<file path="src/design/wps_pkg.sv">
package wps_pkg;

    localparam int CORDIC_STAGES = 16;
    localparam int MAX_POINTS    = 65536;

    localparam int OPD_W   = 24;
    localparam int AMP_W   = 16;
    localparam int SCALE_W = 32;
    localparam int PHASE_W = 32;
    localparam int SUM_W   = 48;
    localparam int XY_W    = 20;
    localparam int Z_W     = 34;
    localparam int TRIG_W  = 16;
    localparam int PROD_W  = AMP_W + TRIG_W + 1;
    localparam int ITER_W  = (CORDIC_STAGES > 1) ? $clog2(CORDIC_STAGES) : 1;
    localparam int ATAN_IDX_W = 5;

    localparam logic signed [XY_W-1:0]   CORDIC_GAIN = XY_W'(19899);
    localparam logic signed [XY_W-1:0]   TRIG_LIMIT  = XY_W'(32767);
    localparam logic signed [SUM_W-1:0]  ACC_MAX     = {1'b0, {(SUM_W-1){1'b1}}};
    localparam logic signed [SUM_W-1:0]  ACC_MIN     = {1'b1, {(SUM_W-1){1'b0}}};

    typedef logic [ITER_W-1:0] iter_t;

    typedef struct packed {
        logic  load;
        logic  setup;
        logic  rotate;
        logic  finish;
        logic  product;
        logic  accum;
        iter_t iter;
    } cmd_t;

    typedef struct packed {
        logic last_point;
    } status_t;

    // atan(2^-i) in turns, Q0.32
    function automatic logic [PHASE_W-1:0] atan_turns(input logic [ATAN_IDX_W-1:0] idx);
        logic [PHASE_W-1:0] val;
        case (idx)
            5'd0:    val = 32'h20000000;
            5'd1:    val = 32'h12E4051E;
            5'd2:    val = 32'h09FB385B;
            5'd3:    val = 32'h051111D4;
            5'd4:    val = 32'h028B0D43;
            5'd5:    val = 32'h0145D7E1;
            5'd6:    val = 32'h00A2F61E;
            5'd7:    val = 32'h00517C55;
            5'd8:    val = 32'h0028BE53;
            5'd9:    val = 32'h00145F2F;
            5'd10:   val = 32'h000A2F98;
            5'd11:   val = 32'h000517CC;
            5'd12:   val = 32'h00028BE6;
            5'd13:   val = 32'h000145F3;
            5'd14:   val = 32'h0000A2FA;
            5'd15:   val = 32'h0000517D;
            5'd16:   val = 32'h000028BE;
            5'd17:   val = 32'h0000145F;
            5'd18:   val = 32'h00000A30;
            5'd19:   val = 32'h00000518;
            5'd20:   val = 32'h0000028C;
            5'd21:   val = 32'h00000146;
            5'd22:   val = 32'h000000A3;
            5'd23:   val = 32'h00000051;
            5'd24:   val = 32'h00000029;
            5'd25:   val = 32'h00000014;
            5'd26:   val = 32'h0000000A;
            5'd27:   val = 32'h00000005;
            5'd28:   val = 32'h00000003;
            5'd29:   val = 32'h00000001;
            5'd30:   val = 32'h00000001;
            default: val = 32'h00000000;
        endcase
        return val;
    endfunction

endpackage

</file>
<file path="src/design/wps_if.sv">
interface wps_point_if;
    logic                                valid;
    logic                                ready;
    logic signed [wps_pkg::OPD_W-1:0]    opd_sample;
    logic        [wps_pkg::AMP_W-1:0]    amplitude;
    logic                                last_point;

    modport source (output valid, opd_sample, amplitude, last_point, input ready);
    modport sink   (input valid, opd_sample, amplitude, last_point, output ready);
endinterface

interface wps_sum_if;
    logic                                valid;
    logic                                ready;
    logic signed [wps_pkg::SUM_W-1:0]    sum_real;
    logic signed [wps_pkg::SUM_W-1:0]    sum_imag;

    modport source (output valid, sum_real, sum_imag, input ready);
    modport sink   (input valid, sum_real, sum_imag, output ready);
endinterface

</file>
<file path="src/design/wps_ctrl.sv">
module wps_ctrl (
    input  logic             clk,
    input  logic             rst_n,
    input  logic             in_valid,
    output logic             in_ready,
    output logic             out_valid,
    input  logic             out_ready,
    input  wps_pkg::status_t status,
    output wps_pkg::cmd_t    cmd
);

    localparam logic [2:0] ST_IDLE    = 3'd0;
    localparam logic [2:0] ST_SETUP   = 3'd1;
    localparam logic [2:0] ST_ROTATE  = 3'd2;
    localparam logic [2:0] ST_FINISH  = 3'd3;
    localparam logic [2:0] ST_PRODUCT = 3'd4;
    localparam logic [2:0] ST_ACCUM   = 3'd5;

    localparam wps_pkg::iter_t ITER_LAST = wps_pkg::ITER_W'(wps_pkg::CORDIC_STAGES - 1);

    logic [2:0]     state_reg, state_next;
    wps_pkg::iter_t iter_reg, iter_next;
    logic           out_valid_reg, out_valid_next;
    logic           slot_free;

    assign slot_free = !out_valid_reg || out_ready;
    assign in_ready  = (state_reg == ST_IDLE);
    assign out_valid = out_valid_reg;

    always_comb
    begin
        state_next     = state_reg;
        iter_next      = iter_reg;
        out_valid_next = out_valid_reg && !out_ready;
        cmd            = '0;
        cmd.iter       = iter_reg;
        case (state_reg)
            ST_IDLE:
            begin
                if (in_valid)
                begin
                    cmd.load   = 1'b1;
                    state_next = ST_SETUP;
                end
            end
            ST_SETUP:
            begin
                cmd.setup  = 1'b1;
                iter_next  = '0;
                state_next = ST_ROTATE;
            end
            ST_ROTATE:
            begin
                cmd.rotate = 1'b1;
                if (iter_reg == ITER_LAST)
                    state_next = ST_FINISH;
                else
                    iter_next = iter_reg + 1'b1;
            end
            ST_FINISH:
            begin
                cmd.finish = 1'b1;
                state_next = ST_PRODUCT;
            end
            ST_PRODUCT:
            begin
                cmd.product = 1'b1;
                state_next  = ST_ACCUM;
            end
            ST_ACCUM:
            begin
                // a final point waits for the output slot
                if (!status.last_point || slot_free)
                begin
                    cmd.accum  = 1'b1;
                    state_next = ST_IDLE;
                    if (status.last_point)
                        out_valid_next = 1'b1;
                end
            end
            default:
            begin
                state_next = ST_IDLE;
            end
        endcase
    end

    always_ff @(posedge clk or negedge rst_n)
    begin
        if (!rst_n)
        begin
            state_reg     <= ST_IDLE;
            iter_reg      <= '0;
            out_valid_reg <= 1'b0;
        end
        else
        begin
            state_reg     <= state_next;
            iter_reg      <= iter_next;
            out_valid_reg <= out_valid_next;
        end
    end

endmodule

</file>
<file path="src/design/wps_datapath.sv">
module wps_datapath (
    input  logic                                  clk,
    input  logic                                  rst_n,
    input  logic                                  cfg_wr_en,
    input  logic        [wps_pkg::SCALE_W-1:0]    cfg_wr_data,
    input  logic signed [wps_pkg::OPD_W-1:0]      opd_sample,
    input  logic        [wps_pkg::AMP_W-1:0]      amplitude,
    input  logic                                  last_point,
    input  wps_pkg::cmd_t                         cmd,
    output wps_pkg::status_t                      status,
    output logic signed [wps_pkg::SUM_W-1:0]      sum_real,
    output logic signed [wps_pkg::SUM_W-1:0]      sum_imag
);

    localparam int XY_W  = wps_pkg::XY_W;
    localparam int Z_W   = wps_pkg::Z_W;
    localparam int SUM_W = wps_pkg::SUM_W;

    logic        [wps_pkg::SCALE_W-1:0] phase_scale_reg;
    logic        [wps_pkg::PHASE_W-1:0] phase_reg;
    logic        [wps_pkg::AMP_W-1:0]   amp_reg;
    logic                               last_reg;
    logic                               fold_reg;
    logic signed [XY_W-1:0]             x_reg, y_reg;
    logic signed [Z_W-1:0]              z_reg;
    logic signed [wps_pkg::TRIG_W-1:0]  cos_reg, sin_reg;
    logic signed [wps_pkg::PROD_W-1:0]  prod_re_reg, prod_im_reg;
    logic signed [SUM_W-1:0]            acc_re_reg, acc_im_reg;
    logic signed [SUM_W-1:0]            sum_re_reg, sum_im_reg;

    logic        [wps_pkg::PHASE_W-1:0] opd_ext;
    logic        [wps_pkg::PHASE_W-1:0] phase_prod;
    logic                               fold;
    logic        [wps_pkg::PHASE_W-1:0] folded;
    logic signed [XY_W-1:0]             dx, dy;
    logic signed [Z_W-1:0]              atan_ext;
    logic signed [XY_W-1:0]             x_fin, y_fin;
    logic signed [XY_W-1:0]             cos_clamp, sin_clamp;
    logic signed [SUM_W:0]              sum_re_wide, sum_im_wide;
    logic signed [SUM_W-1:0]            sum_re_sat, sum_im_sat;

    function automatic logic signed [XY_W-1:0] clamp_trig(input logic signed [XY_W-1:0] v);
        logic signed [XY_W-1:0] r;
        if (v > wps_pkg::TRIG_LIMIT)
            r = wps_pkg::TRIG_LIMIT;
        else if (v < -wps_pkg::TRIG_LIMIT)
            r = -wps_pkg::TRIG_LIMIT;
        else
            r = v;
        return r;
    endfunction

    function automatic logic signed [SUM_W-1:0] sat_acc(input logic signed [SUM_W:0] v);
        logic signed [SUM_W-1:0] r;
        if (v[SUM_W] != v[SUM_W-1])
            r = v[SUM_W] ? wps_pkg::ACC_MIN : wps_pkg::ACC_MAX;
        else
            r = v[SUM_W-1:0];
        return r;
    endfunction

    // low 32 bits of the signed opd times the unsigned scale
    assign opd_ext    = wps_pkg::PHASE_W'($unsigned(
                            {{(wps_pkg::PHASE_W-wps_pkg::OPD_W){opd_sample[wps_pkg::OPD_W-1]}},
                             opd_sample}));
    assign phase_prod = opd_ext * phase_scale_reg;

    // second and third quadrants fold back by half a turn
    assign fold   = phase_reg[wps_pkg::PHASE_W-1] ^ phase_reg[wps_pkg::PHASE_W-2];
    assign folded = fold ? (phase_reg ^ {1'b1, {(wps_pkg::PHASE_W-1){1'b0}}}) : phase_reg;

    assign dx       = y_reg >>> cmd.iter;
    assign dy       = x_reg >>> cmd.iter;
    assign atan_ext = $signed({{(Z_W-wps_pkg::PHASE_W){1'b0}},
                              wps_pkg::atan_turns(wps_pkg::ATAN_IDX_W'(cmd.iter))});

    assign x_fin     = fold_reg ? -x_reg : x_reg;
    assign y_fin     = fold_reg ? -y_reg : y_reg;
    assign cos_clamp = clamp_trig(x_fin);
    assign sin_clamp = clamp_trig(y_fin);

    assign sum_re_wide = {acc_re_reg[SUM_W-1], acc_re_reg}
                         + (SUM_W+1)'(prod_re_reg);
    assign sum_im_wide = {acc_im_reg[SUM_W-1], acc_im_reg}
                         + (SUM_W+1)'(prod_im_reg);
    assign sum_re_sat  = sat_acc(sum_re_wide);
    assign sum_im_sat  = sat_acc(sum_im_wide);

    assign status.last_point = last_reg;
    assign sum_real          = sum_re_reg;
    assign sum_imag          = sum_im_reg;

    always_ff @(posedge clk or negedge rst_n)
    begin
        if (!rst_n)
        begin
            phase_scale_reg <= '0;
            acc_re_reg      <= '0;
            acc_im_reg      <= '0;
        end
        else
        begin
            if (cfg_wr_en)
                phase_scale_reg <= cfg_wr_data;
            if (cmd.accum)
            begin
                if (last_reg)
                begin
                    acc_re_reg <= '0;
                    acc_im_reg <= '0;
                end
                else
                begin
                    acc_re_reg <= sum_re_sat;
                    acc_im_reg <= sum_im_sat;
                end
            end
        end
    end

    always_ff @(posedge clk)
    begin
        if (cmd.load)
        begin
            phase_reg <= phase_prod;
            amp_reg   <= amplitude;
            last_reg  <= last_point;
        end
        if (cmd.setup)
        begin
            fold_reg <= fold;
            x_reg    <= wps_pkg::CORDIC_GAIN;
            y_reg    <= '0;
            z_reg    <= $signed({{(Z_W-wps_pkg::PHASE_W){folded[wps_pkg::PHASE_W-1]}}, folded});
        end
        if (cmd.rotate)
        begin
            if (!z_reg[Z_W-1])
            begin
                x_reg <= x_reg - dx;
                y_reg <= y_reg + dy;
                z_reg <= z_reg - atan_ext;
            end
            else
            begin
                x_reg <= x_reg + dx;
                y_reg <= y_reg - dy;
                z_reg <= z_reg + atan_ext;
            end
        end
        if (cmd.finish)
        begin
            cos_reg <= wps_pkg::TRIG_W'(cos_clamp);
            sin_reg <= wps_pkg::TRIG_W'(sin_clamp);
        end
        if (cmd.product)
        begin
            prod_re_reg <= $signed({{(wps_pkg::PROD_W-wps_pkg::AMP_W){1'b0}}, amp_reg})
                           * $signed({{(wps_pkg::PROD_W-wps_pkg::TRIG_W){cos_reg[wps_pkg::TRIG_W-1]}},
                                      cos_reg});
            prod_im_reg <= $signed({{(wps_pkg::PROD_W-wps_pkg::AMP_W){1'b0}}, amp_reg})
                           * $signed({{(wps_pkg::PROD_W-wps_pkg::TRIG_W){sin_reg[wps_pkg::TRIG_W-1]}},
                                      sin_reg});
        end
        if (cmd.accum && last_reg)
        begin
            sum_re_reg <= sum_re_sat;
            sum_im_reg <= sum_im_sat;
        end
    end

endmodule

</file>
<file path="src/design/weighted_phasor_sum.sv">
// channel  | dir | payload                                  | note
// point    | in  | opd_sample, amplitude, last_point        | one pupil point per item
// result   | out | sum_real, sum_imag                       | one item per last_point
// cfg      | in  | cfg_wr_data (phase_scale)                | write when idle
//
// an item steps through accept with phase multiply, rotator setup, one shared cordic
// rotation per stage, then fold/clamp, multiply, accumulate
// the cordic rotation loop sets the rate; only one item is in flight at a time
// rst_n clears the accumulators, phase_scale, sequencer state and result valid
// a finished result sits in its output register and the next point is taken meanwhile;
// only a final point whose result cannot yet be stored waits in the accumulate step
module weighted_phasor_sum (
    input  logic                              clk,
    input  logic                              rst_n,
    input  logic                              cfg_wr_en,
    input  logic [wps_pkg::SCALE_W-1:0]       cfg_wr_data,
    wps_point_if.sink                         point,
    wps_sum_if.source                         result
);

    wps_pkg::cmd_t    cmd;
    wps_pkg::status_t status;

    // sequencer: steps the rotator and owns the result valid flag
    wps_ctrl u_ctrl (
        .clk       (clk),
        .rst_n     (rst_n),
        .in_valid  (point.valid),
        .in_ready  (point.ready),
        .out_valid (result.valid),
        .out_ready (result.ready),
        .status    (status),
        .cmd       (cmd)
    );

    // phase multiply, cordic rotator, weighting and saturating accumulators
    wps_datapath u_datapath (
        .clk         (clk),
        .rst_n       (rst_n),
        .cfg_wr_en   (cfg_wr_en),
        .cfg_wr_data (cfg_wr_data),
        .opd_sample  (point.opd_sample),
        .amplitude   (point.amplitude),
        .last_point  (point.last_point),
        .cmd         (cmd),
        .status      (status),
        .sum_real    (result.sum_real),
        .sum_imag    (result.sum_imag)
    );

    // an accepted point keeps the block busy for the following cycle
    a_busy_after_accept: assert property (@(posedge clk) disable iff (!rst_n)
        point.valid && point.ready |=> !point.ready)
        else $error("point accepted while previous still loading");

    // a result appears only from accumulating a final point
    a_result_source: assert property (@(posedge clk) disable iff (!rst_n)
        $rose(result.valid) |-> $past(cmd.accum && status.last_point))
        else $error("result valid without final point");

    // the last rotation stage hands over to the fold and clamp step
    a_rotate_exit: assert property (@(posedge clk) disable iff (!rst_n)
        cmd.rotate && (cmd.iter == wps_pkg::ITER_W'(wps_pkg::CORDIC_STAGES - 1))
        |=> cmd.finish)
        else $error("cordic did not finish after last stage");

    // a final point never overwrites a result still waiting
    a_no_overwrite: assert property (@(posedge clk) disable iff (!rst_n)
        cmd.accum && status.last_point |-> !result.valid || result.ready)
        else $error("result overwritten");

endmodule
</file>
<file path="src/flat_wrapper.sv">
// flat-port wrapper written by rule: the top's interface ports become plain ports
module weighted_phasor_sum_flat 
  (clk, rst_n, cfg_wr_en, cfg_wr_data, point_valid, point_opd_sample, point_amplitude, point_last_point, point_ready, result_valid, result_sum_real, result_sum_imag, result_ready);
  wps_point_if point_i ();
  wps_sum_if result_i ();
  input  logic clk;
  input  logic rst_n;
  input  logic cfg_wr_en;
  input  logic [wps_pkg::SCALE_W-1:0] cfg_wr_data;
  input wire logic [$bits(point_i.valid)-1:0] point_valid;
  input wire logic [$bits(point_i.opd_sample)-1:0] point_opd_sample;
  input wire logic [$bits(point_i.amplitude)-1:0] point_amplitude;
  input wire logic [$bits(point_i.last_point)-1:0] point_last_point;
  output wire logic [$bits(point_i.ready)-1:0] point_ready;
  output wire logic [$bits(result_i.valid)-1:0] result_valid;
  output wire logic [$bits(result_i.sum_real)-1:0] result_sum_real;
  output wire logic [$bits(result_i.sum_imag)-1:0] result_sum_imag;
  input wire logic [$bits(result_i.ready)-1:0] result_ready;
  assign point_i.valid = point_valid;
  assign point_i.opd_sample = point_opd_sample;
  assign point_i.amplitude = point_amplitude;
  assign point_i.last_point = point_last_point;
  assign point_ready = point_i.ready;
  assign result_valid = result_i.valid;
  assign result_sum_real = result_i.sum_real;
  assign result_sum_imag = result_i.sum_imag;
  assign result_i.ready = result_ready;
  weighted_phasor_sum u_core (.clk(clk), .rst_n(rst_n), .cfg_wr_en(cfg_wr_en), .cfg_wr_data(cfg_wr_data), .point(point_i), .result(result_i));
endmodule
</file>
<file path="config.mk">
export PLATFORM = sky130hd
export DESIGN_NAME = weighted_phasor_sum_flat
export DESIGN_NICKNAME = d
export VERILOG_FILES = /design/src/design/wps_pkg.sv /design/src/design/wps_if.sv /design/src/design/wps_ctrl.sv /design/src/design/wps_datapath.sv /design/src/design/weighted_phasor_sum.sv /design/src/flat_wrapper.sv
export SDC_FILE = /design/constraint.sdc
export NUM_CORES = 2
export LEC_CHECK = 0
export ABC_AREA = 1
export BUFFER_PORTS_ARGS = -buffer_cell sky130_fd_sc_hd__buf_2
export CAP_MARGIN = 0
export CORE_MARGIN = 2
export CORE_UTILIZATION = 30
export DETAILED_ROUTE_END_ITERATION = 10
export GPL_TIMING_DRIVEN = 1
export PLACE_DENSITY = 0.5
export SLEW_MARGIN = 5
export SYNTH_ARGS = -nofsm -noshare
export SYNTH_HDL_FRONTEND = slang
export SYNTH_SLANG_ARGS = --single-unit
</file>
<file path="constraint.sdc">
create_clock -name clk -period 7.4 [get_ports clk]
set_clock_uncertainty 0.1 [all_clocks]
set_input_delay 0.37 -clock clk [delete_from_list [all_inputs] [get_ports clk]]
set_output_delay 0.37 -clock clk [all_outputs]
set_load 0.01 [all_outputs]
</file>
==> flow_metrics.py <==
metrics = {
    "timing": {
        "fin_tns_setup_ns": 0,
        "max_freq_ghz": 0.145,
        "drv_slew": 0,
        "relSlewSlack": 0.213,
        "setup_viol_count_final": 0,
        "fin_crit_ns": 6.91,
        "min_period_over_period": 0.934,
        "tightest_slew_ns": 1.18,
        "rsz0062_at_grt": "false",
        "hold_violations": 0,
    },
    "grt": {
        "met1_usage": 0.225,
        "grt_start_max_net_pins": 77,
        "grt_overflow_total": 0,
        "met2_usage": 0.312,
        "grt-busiest-layer": "met2",
        "grt_use_total": 0.174,
        "grt_pass1_wl_mm": 310,
        "grt_pass1_vias": 56100,
        "grtUsageMet3": 0.0162,
        "antenna_found_initial": 3,
    },
    "place": {
        "gp_congestion": 0.898,
        "hpwl_mm": 157,
        "numPortBuffers": 175,
    },
    "clock_tree": {
        "cts_max_level": 2,
        "cts_root_buf": "clkbuf_16",
        "clockBufferDepth": 3,
        "cts_made_buffers": 58,
        "clk_pin_slew_ns": 0.06,
        "postCtsSetupRepairBufs": 0,
        "clk-insertion-delay-late_ns": 0.69,
        "numClockSinks": 454,
        "cts_tree": "done",
    },
    "critical_path": {
        "path_class": "register to register",
        "critPathCaptureType": "register",
        "cp_data_required_time_ns": 7.73,
        "cp-start-kind": "register",
        "crit_path_max_fanout": 18,
        "arrival_ns": 7.23,
        "rrSetupSlack_ns": 0.49,
    },
    "detailed_routing": {
        "dr.pass1.iters": 5,
        "vias": 53500,
        "ant_nets": 0,
        "drt_iter0_drc": 3120,
        "wire_per_inst_um": 16.5,
        "drt-total-wl_mm": 192,
        "drc": 0,
        "vias_per_cell": 4.61,
    },
    "yosys": {
        "synth-edff-count": 318,
        "synth-seq-cells": 454,
        "syn_inst": 8628,
        "async_reset_ff_frac": 0.300,
        "syn_area_mm2": 0.0652,
        "synth_cell_types": 61,
        "yosysWarnings": 0,
        "synth_flop_cell": "edfxtp_1",
        "syn_nets": 10000,
        "avgSynthCellArea_um2": 7.56,
        "yosysSeqAreaShare": 0.199,
    },
    "finish": {
        "nets": 10100,
        "fillCellCount": 23100,
        "area_growth_pct": 10.0,
        "multi_input_area_mm2": 0.0434,
        "drive_gt1_frac": 0.0530,
        "area.sequential_mm2": 0.0130,
    },
    "floorplan": {
        "dieArea_mm2": 0.221,
        "start_util": 0.301,
        "fp.dieW_um": 470,
        "pin_count": 176,
        "core_mm2": 0.217,
        "fp-row-count": 171,
        "die_h_um": 470,
    },
    "outcome": {
        "status": "complete, no violations",
    },
    "job": {
        "max_cap_violations": 0,
    },
    "hold_path": {
        "min-delay-path-class": "input port to asynchronous set/reset pin",
    },
}
==> logic make-up (layout without fill, tap and decap cells) <==
kind of cell	count (synthesis)	in the layout	share of synthesized area
buf+inv	2324	2453	0.137
flops	454	454	0.199
mux	32	32	0.00545
xor+xnor	299	299	0.0401
simple gates	3380	3380	0.207
other cells	0	2	0
fa+ha+maj	1320	1320	0.343
compound gates	819	819	0.0693
==> metrics by stage <==
step / worst slack [ns] / area [um2] / utilization / hold slack (ns) / cells
after detailed placement: 0.483 / 69200 / 0.319 / 0.311 / 11400
after global routing: 0.186 / 71800 / 0.331 / 0.177 / 11600
after floorplan: 0.878 / 65200 / - / -0.0256 / 8628
after global placement: 0.633 / 69200 / 0.319 / 0.308 / 11400
after CTS: 0.478 / 71800 / 0.331 / 0.124 / 11600
final: 0.490 / 71800 / 0.331 / 0.153 / 11600
==> final timing paths <==
path | start | endpoint | depth (start not counted)
max | u_core.u_datapath.phase_scale_reg[5] | u_core.u_datapath.phase_reg[28] | 21
min | rst_n | u_core.u_datapath.acc_im_reg[6] | 2
max reg2reg | u_core.u_datapath.phase_scale_reg[5] | u_core.u_datapath.phase_reg[28] | 21
min reg2reg | u_core.u_datapath.acc_im_reg[18] | u_core.u_datapath.acc_im_reg[18] | 2
max in group asynchronous | rst_n | u_core.u_datapath.acc_re_reg[24] | 3
min in group clk | cfg_wr_en | u_core.u_datapath.phase_scale_reg[0] | 3
==> cells in the final DEF (no fill, tap or decap), drive strengths merged, types with 27 or more instances in the layout <==
| cell | instances |
|---|---|
| buf | 276 |
| o21bai | 39 |
| ha | 538 |
| mux2 | 28 |
| dlygate4sd3 | 52 |
| nand3 | 287 |
| xor2 | 196 |
| a21oi | 363 |
| dfrtp | 136 |
| edfxtp | 318 |
| clkbuf | 66 |
| clkinv | 27 |
| xnor2 | 103 |
| nand2 | 2517 |
| nand4 | 36 |
| fa | 782 |
| inv | 2017 |
| nor2 | 422 |
| nor3 | 50 |
| o21ai | 286 |
==> critical path: stages, from the launching register on <==
cell and delay [ns]:
dfrtp_1 0.93, buf_4 0.31, nand2_1 0.08, fa_1 0.49, inv_1 0.05, fa_1 0.50, inv_1 0.05, fa_1 0.53
inv_1 0.05, fa_1 0.52, fa_1 0.45, fa_1 0.50, inv_1 0.05, fa_1 0.48, inv_1 0.05, ha_1 0.36
nand2_1 0.12, nor4_1 0.38, nand3b_1 0.13, nand3_1 0.22, a31oi_1 0.14, xor2_1 0.15
==> cells in the mapped netlist, types with 24 or more instances <==
| cell type | number | area, um2 |
|---|---|---|
| a21o_1 | 24 | 180 |
| o21ai_0 | 261 | 1310 |
| ha_1 | 538 | 6730 |
| mux2_2 | 28 | 315 |
| xnor2_1 | 103 | 902 |
| fa_1 | 782 | 15700 |
| o21ai_1 | 24 | 120 |
| inv_1 | 2003 | 7520 |
| nand2_1 | 2510 | 9420 |
| nor2_1 | 414 | 1550 |
| clkbuf_1 | 238 | 893 |
| xor2_1 | 196 | 1720 |
| nand3_1 | 286 | 1430 |
| a21oi_1 | 361 | 1810 |
| o21bai_1 | 39 | 293 |
| a31oi_1 | 24 | 150 |
| nor3_1 | 47 | 235 |
| buf_2 | 25 | 125 |
| dfrtp_1 | 136 | 3400 |
| nand4_1 | 36 | 225 |
| edfxtp_1 | 318 | 9550 |
==> timing repair <==
action | 4_1_cts | 5_1_grt
endpoints found under the hold margin | 100 | 0
hold buffers | 52 | 0
gates resized for setup | 0 | 0
==> per-layer routing <==
layer,wire (um),vias up
met4,4590,4
met1,85900,26100
met2,94700,1037
li1,-,26200
met5,34,-
met3,6770,218
==> cell type report <==
| class | count | area share |
|---|---|---|
| Antenna cell | 2 | 0.0000697 |
| Clock buffer | 66 | 0.0212 |
| Clock inverter | 44 | 0.00750 |
| Inverter | 2015 | 0.105 |
| Multi-Input combinational cell | 5850 | 0.605 |
| Sequential cell | 454 | 0.180 |
| Tap cell | 2854 | 0.0498 |
| Timing Repair Buffer | 328 | 0.0306 |
Power is left out: the tool's default activity adds up to more than one toggle a clock period on the data nets, which glitch-free logic cannot reach.
